### config.mk
export PLATFORM = sky130hd
export DESIGN_NAME = tpc_div
export DESIGN_NICKNAME = d
export VERILOG_FILES = /design/src/hdl/tilemap_pixel_compose_unit_defines.svh /design/src/hdl/tpc_div.sv
export SDC_FILE = /design/constraint.sdc
export NUM_CORES = 1
export LEC_CHECK = 0
export ABC_AREA = 1
export BUFFER_PORTS_ARGS = -buffer_cell sky130_fd_sc_hd__buf_2
export CAP_MARGIN = 20
export CORE_MARGIN = 2
export CORE_UTILIZATION = 38
export CTS_CLUSTER_SIZE = 12
export DETAILED_ROUTE_END_ITERATION = 8
export SLEW_MARGIN = 5
export SYNTH_ARGS = -nofsm -noshare
export SYNTH_HDL_FRONTEND = slang
export SYNTH_SLANG_ARGS = --single-unit
### constraint.sdc
create_clock -name clk_i -period 5.45 [get_ports clk_i]
set_clock_uncertainty 0.05 [all_clocks]
set_input_delay 0 -clock clk_i [delete_from_list [all_inputs] [get_ports clk_i]]
set_output_delay 0 -clock clk_i [all_outputs]
set_load 0.01 [all_outputs]
### src/hdl/tilemap_pixel_compose_unit_defines.svh
// Assertion helpers for the tile map pixel composer.
`ifndef TILEMAP_PIXEL_COMPOSE_UNIT_DEFINES_SVH
`define TILEMAP_PIXEL_COMPOSE_UNIT_DEFINES_SVH

`ifndef SYNTHESIS
`define TPC_ASSERT_IMPL(label, clk, rst_n, ante, cons) \
  label: assert property (@(posedge clk) disable iff (!rst_n) (ante) |-> (cons)) \
    else $error("tpc assertion failed");
`define TPC_ASSERT_NEVER(label, clk, rst_n, expr) \
  label: assert property (@(posedge clk) disable iff (!rst_n) !(expr)) \
    else $error("tpc assertion failed");
`else
`define TPC_ASSERT_IMPL(label, clk, rst_n, ante, cons)
`define TPC_ASSERT_NEVER(label, clk, rst_n, expr)
`endif

`endif

### src/hdl/tpc_div.sv
// Pipelined restoring divider, one quotient bit per stage, several lanes.
module tpc_div #(
  parameter int unsigned LANES  = 1,
  parameter int unsigned W      = 16,
  parameter int unsigned SIDE_W = 1
) (
  input  logic              clk_i,
  input  logic              rst_ni,
  input  logic              in_valid_i,
  input  logic [W-1:0]      num_i [LANES],
  input  logic [W-1:0]      den_i [LANES],
  input  logic [SIDE_W-1:0] side_i,
  output logic              out_valid_o,
  output logic [W-1:0]      quot_o [LANES],
  output logic [W-1:0]      rem_o [LANES],
  output logic [SIDE_W-1:0] side_o
);

  logic              vld_s  [W+1];
  logic [W-1:0]      num_s  [W+1][LANES];
  logic [W-1:0]      den_s  [W+1][LANES];
  logic [W-1:0]      quo_s  [W+1][LANES];
  logic [W-1:0]      rem_s  [W+1][LANES];
  logic [SIDE_W-1:0] side_s [W+1];

  assign vld_s[0]  = in_valid_i;
  assign side_s[0] = side_i;
  for (genvar l = 0; l < LANES; l++) begin : g_in
    assign num_s[0][l] = num_i[l];
    assign den_s[0][l] = den_i[l];
    assign quo_s[0][l] = '0;
    assign rem_s[0][l] = '0;
  end

  for (genvar k = 0; k < W; k++) begin : g_stage
    logic [W:0]        trial [LANES];
    logic [W-1:0]      rem_d [LANES];
    logic [W-1:0]      quo_d [LANES];
    logic              vld_q;
    logic [W-1:0]      num_q [LANES];
    logic [W-1:0]      den_q [LANES];
    logic [W-1:0]      quo_q [LANES];
    logic [W-1:0]      rem_q [LANES];
    logic [SIDE_W-1:0] side_q;

    always_comb begin
      for (int l = 0; l < LANES; l++) begin
        trial[l] = {rem_s[k][l], num_s[k][l][W-1-k]};
        if (trial[l] >= {1'b0, den_s[k][l]}) begin
          rem_d[l] = W'(trial[l] - {1'b0, den_s[k][l]});
          quo_d[l] = {quo_s[k][l][W-2:0], 1'b1};
        end else begin
          rem_d[l] = W'(trial[l]);
          quo_d[l] = {quo_s[k][l][W-2:0], 1'b0};
        end
      end
    end

    always_ff @(posedge clk_i or negedge rst_ni) begin
      if (!rst_ni) begin
        vld_q <= 1'b0;
      end else begin
        vld_q <= vld_s[k];
      end
    end

    always_ff @(posedge clk_i) begin
      side_q <= side_s[k];
      for (int l = 0; l < LANES; l++) begin
        num_q[l] <= num_s[k][l];
        den_q[l] <= den_s[k][l];
        quo_q[l] <= quo_d[l];
        rem_q[l] <= rem_d[l];
      end
    end

    assign vld_s[k+1]  = vld_q;
    assign side_s[k+1] = side_q;
    for (genvar l = 0; l < LANES; l++) begin : g_out
      assign num_s[k+1][l] = num_q[l];
      assign den_s[k+1][l] = den_q[l];
      assign quo_s[k+1][l] = quo_q[l];
      assign rem_s[k+1][l] = rem_q[l];
    end
  end

  assign out_valid_o = vld_s[W];
  assign side_o      = side_s[W];
  for (genvar l = 0; l < LANES; l++) begin : g_res
    assign quot_o[l] = quo_s[W][l];
    assign rem_o[l]  = rem_s[W][l];
  end

endmodule

==> results by group <==
Power
  – PwrDens: 432 nW/um^2
  – LEAKAGE: around 23 nW
  – Total power: 18.0 mW
  – Max VDD drop: between 0.0002 and 0.00025 V

Logic synthesis
  – Synthesized net count: 5,299
  – Async SR Flop Fraction: 0.0204
  – Largest family of logic cells by synthesized area: simple AND/OR/NAND/NOR gates
  – Seq/Total Area, Yosys: 0.434
  – Syn_area_per_cell: 7.26 sq um
  – Post-synth top flop: dfxtp_1
  – Yosys top cell by area: dfxtp_1
  – Number of flops mapped to enable cells by yosys: 0
  – Ranking of synthesized cells by area: dfxtp_1 (42%), nand2_1 (19%), inv_1 (9.8%), ha_1 (8.3%), nand3_1 (5.5%)
  – Mapped Cells: around 5,000
  – Post-Synth Adder-Cell Area: 0.0915
  – Mapped Area: around 36,000 sq um
  – Post-synth top area share: 0.423
  – Cell variety after synth: between 40 and 50
  – Post-synthesis compound-gate area fraction: 0.0251
  – Mux cell area share after synthesis: 0
  – Flops & latches, synth: roughly 780
  – Post-synthesis simple-gate area fraction: 0.317
  – Post-synthesis xor/xnor area fraction: 0.0219
  – Yosys warns: 0

Worst setup path
  – R2R setup slack: 2.70 ns
  – Arr. time, crit path: ~3.2 ns
  – Worst setup SP type: flop
  – Data required, critical path: 5.92 ns
  – Crit. End Element: flop
  – Crit path kind: reg2reg
  – Worst-path fanout max: 20

Clock tree
  – Buffer depth of the longest clock path: 3
  – CTS tree: done
  – Clk pin slew, worst setup/hold paths: 0.06 ns
  – Sink Count: 784
  – Cts repair resizes: 0
  – CTS Buf Count: 88
  – H-tree Lvls: 3
  – Clock root buffer: clkbuf_16
  – Worst-skew pair later-pin latency: 0.64 ns

Timing
  – Setup TNS: 0 ns
  – Max-slew violation count: 0
  – WHS: 0.125 ns
  – Final WS setup: around 2.7 ns
  – Fin. Hold Viols: 0
  – Worst Tran Pin Value: roughly 1.1 ns
  – Setup violations, final: 0
  – Slew headroom: 0.246
  – RSZ-0062 raised after global routing: no
  – Tmin final: 2.75 ns
  – Peak Freq: 0.364 GHz
  – Final worst-path cycle share: 0.504

Floorplan
  – Core area: 94,900 sq um
  – Number of placed I/O pins: 70
  – Die height: 313 um
  – DIE WIDTH: 313 um
  – Die ar.: 98,200 sq um
  – Row count: between 100 and 150
  – Starting density of the core: 0.383

Cells and area
  – Commonest non-fill, non-tap cells in the layout: nand2_1 (1,840), inv_1 (945), dfxtp_1 (768)
  – Post-route cell area: 41,600 sq um
  – ANT cells: 0
  – Commonest non-fill, non-tap cell in the layout: nand2_1
  – Layout cell share with drive strength beyond 1: 0.0617
  – Area grow syn2layout: 14.4%
  – Fill count: 9,664
  – Layout net count: 5,472

Drt
  – # DRC: 0
  – Via-to-Cell Ratio: 4.54
  – Antenna Violating Nets Remaining: 0
  – Total wire length: about 90,000 um
  – Initial DRC count: 1,768
  – Routed len/inst: about 14 um
  – Routed vias: a little under 30,000
  – Detailed Routing Iterations Pass 1: 5

Min path
  – Worst hold path class: in2reg

Placement
  – HPWL after DPL: about 71,000 um
  – Post-DP Area: 37,900 sq um
  – Worst slack at placement: 2.71 ns
  – GP Congestion: 0.891
  – Port bufs: slightly below 70

Global route
  – Initial antenna violation count: 1
  – Largest net degree at the start of global routing: 21
  – Remaining Overflow, GRT: 0
  – GRT Resource Usage Total: 0.185
  – First-pass GRT wire length: 147,000 um
  – Vias in the first global route: 28,400

Job
  – Max-capacitance violation count: 0

Run status
  – Status: finished, final reports clean
==> synth_stat cells (15+ instances only) <==
library cell and count:
and2_1 15, xor2_1 72, nand2_1 1840, fa_1 15, buf_2 22, xnor2_1 19
dfxtp_1 768, inv_1 945, nand3_1 399, nor2_4 15, dfrtp_1 16, ha_1 242
nor2_2 16, a21oi_1 132, nand4_1 65, nor3_1 38, nand2_2 26, nand3b_1 31
nor2_1 194
==> critical path: stages (launching register included) <==
cell     delay [ns]
dfxtp_1        0.33
inv_1          0.05
ha_1           0.34
nand2_1        0.11
inv_1          0.09
nand2_1        0.06
nand2_1        0.08
inv_1          0.06
nand3_1        0.10
nand2_1        0.06
nand2_1        0.54
inv_1          0.51
nand2_1        0.15
nand2_1        0.07
==> worst paths after layout <==
path                                    startpoint                       to  depth (start not counted)
max reg2reg                 g_stage[3].den_q[0][7]  g_stage[4].rem_q[0][14]                         13
max                         g_stage[3].den_q[0][7]  g_stage[4].rem_q[0][14]                         13
max in group asynchronous                   rst_ni              out_valid_o                          3
min reg2reg                g_stage[10].num_q[0][2]  g_stage[11].num_q[0][2]                          0
min in group asynchronous                   rst_ni         g_stage[6].vld_q                          3
min                                      num_i[15]   g_stage[0].rem_q[0][0]                          4
==> logic make-up after synthesis <==
family	count (synthesis)
xor+xnor	91
fa+ha+maj	257
simple gates	2693
flops	784
compound gates	167
buf+inv	1014
==> layout make-up <==
cell class                 count  area, sq um  area share
timing repair buffer         138         1040      0.0249
sequential                   784        15800       0.379
clock inverter                29          463      0.0111
clock buffer                 120         2570      0.0617
tap                         1265         1580      0.0381
inverter                     959         3600      0.0866
multi-input combinational   3208        16600       0.398
==> layer usage <==
layer,global-route usage,up-vias,wire length [um]
li1,-,15600,-
met1,0.235,13200,40600
met2,0.326,573,43800
met3,0.0236,149,3900
met4,0.0599,0,2630
met5,0,-,0
==> registers in the layout, summed over array words and instances, names as in the netlist <==
signal and count:
g_stage.vld_q 15, out_valid_o 1, g_stage.quo_q 136, side_o 1, g_stage.num_q 120, g_stage.side_q 15
g_stage.den_q 240, g_stage.rem_q 256
==> through the flow <==
| stage | instances | util |
|---|---|---|
| 2_1_floorplan | 5006 | - |
| 3_3_place_gp | 6285 | 0.399 |
| 3_5_place_dp | 6285 | 0.399 |
| 4_1_cts | 6503 | 0.438 |
| 5_1_grt | 6503 | 0.438 |
| 6_report | 6503 | 0.438 |
==> timing repair <==
action                                 CTS  global route
setup buffers                            0             0
endpoints found under the hold margin   65             0
hold buffers                            69             0
==> where the power goes <==
part / internal (mW) / switching (mW) / total [mW]
clock: 3.80 / 2.32 / 6.12
sequential: 6.40 / 0.393 / 6.79
combinational: 1.79 / 3.29 / 5.07
total: 12.0 / 6.00 / 18.0
(Power assumes the default switching activity.)
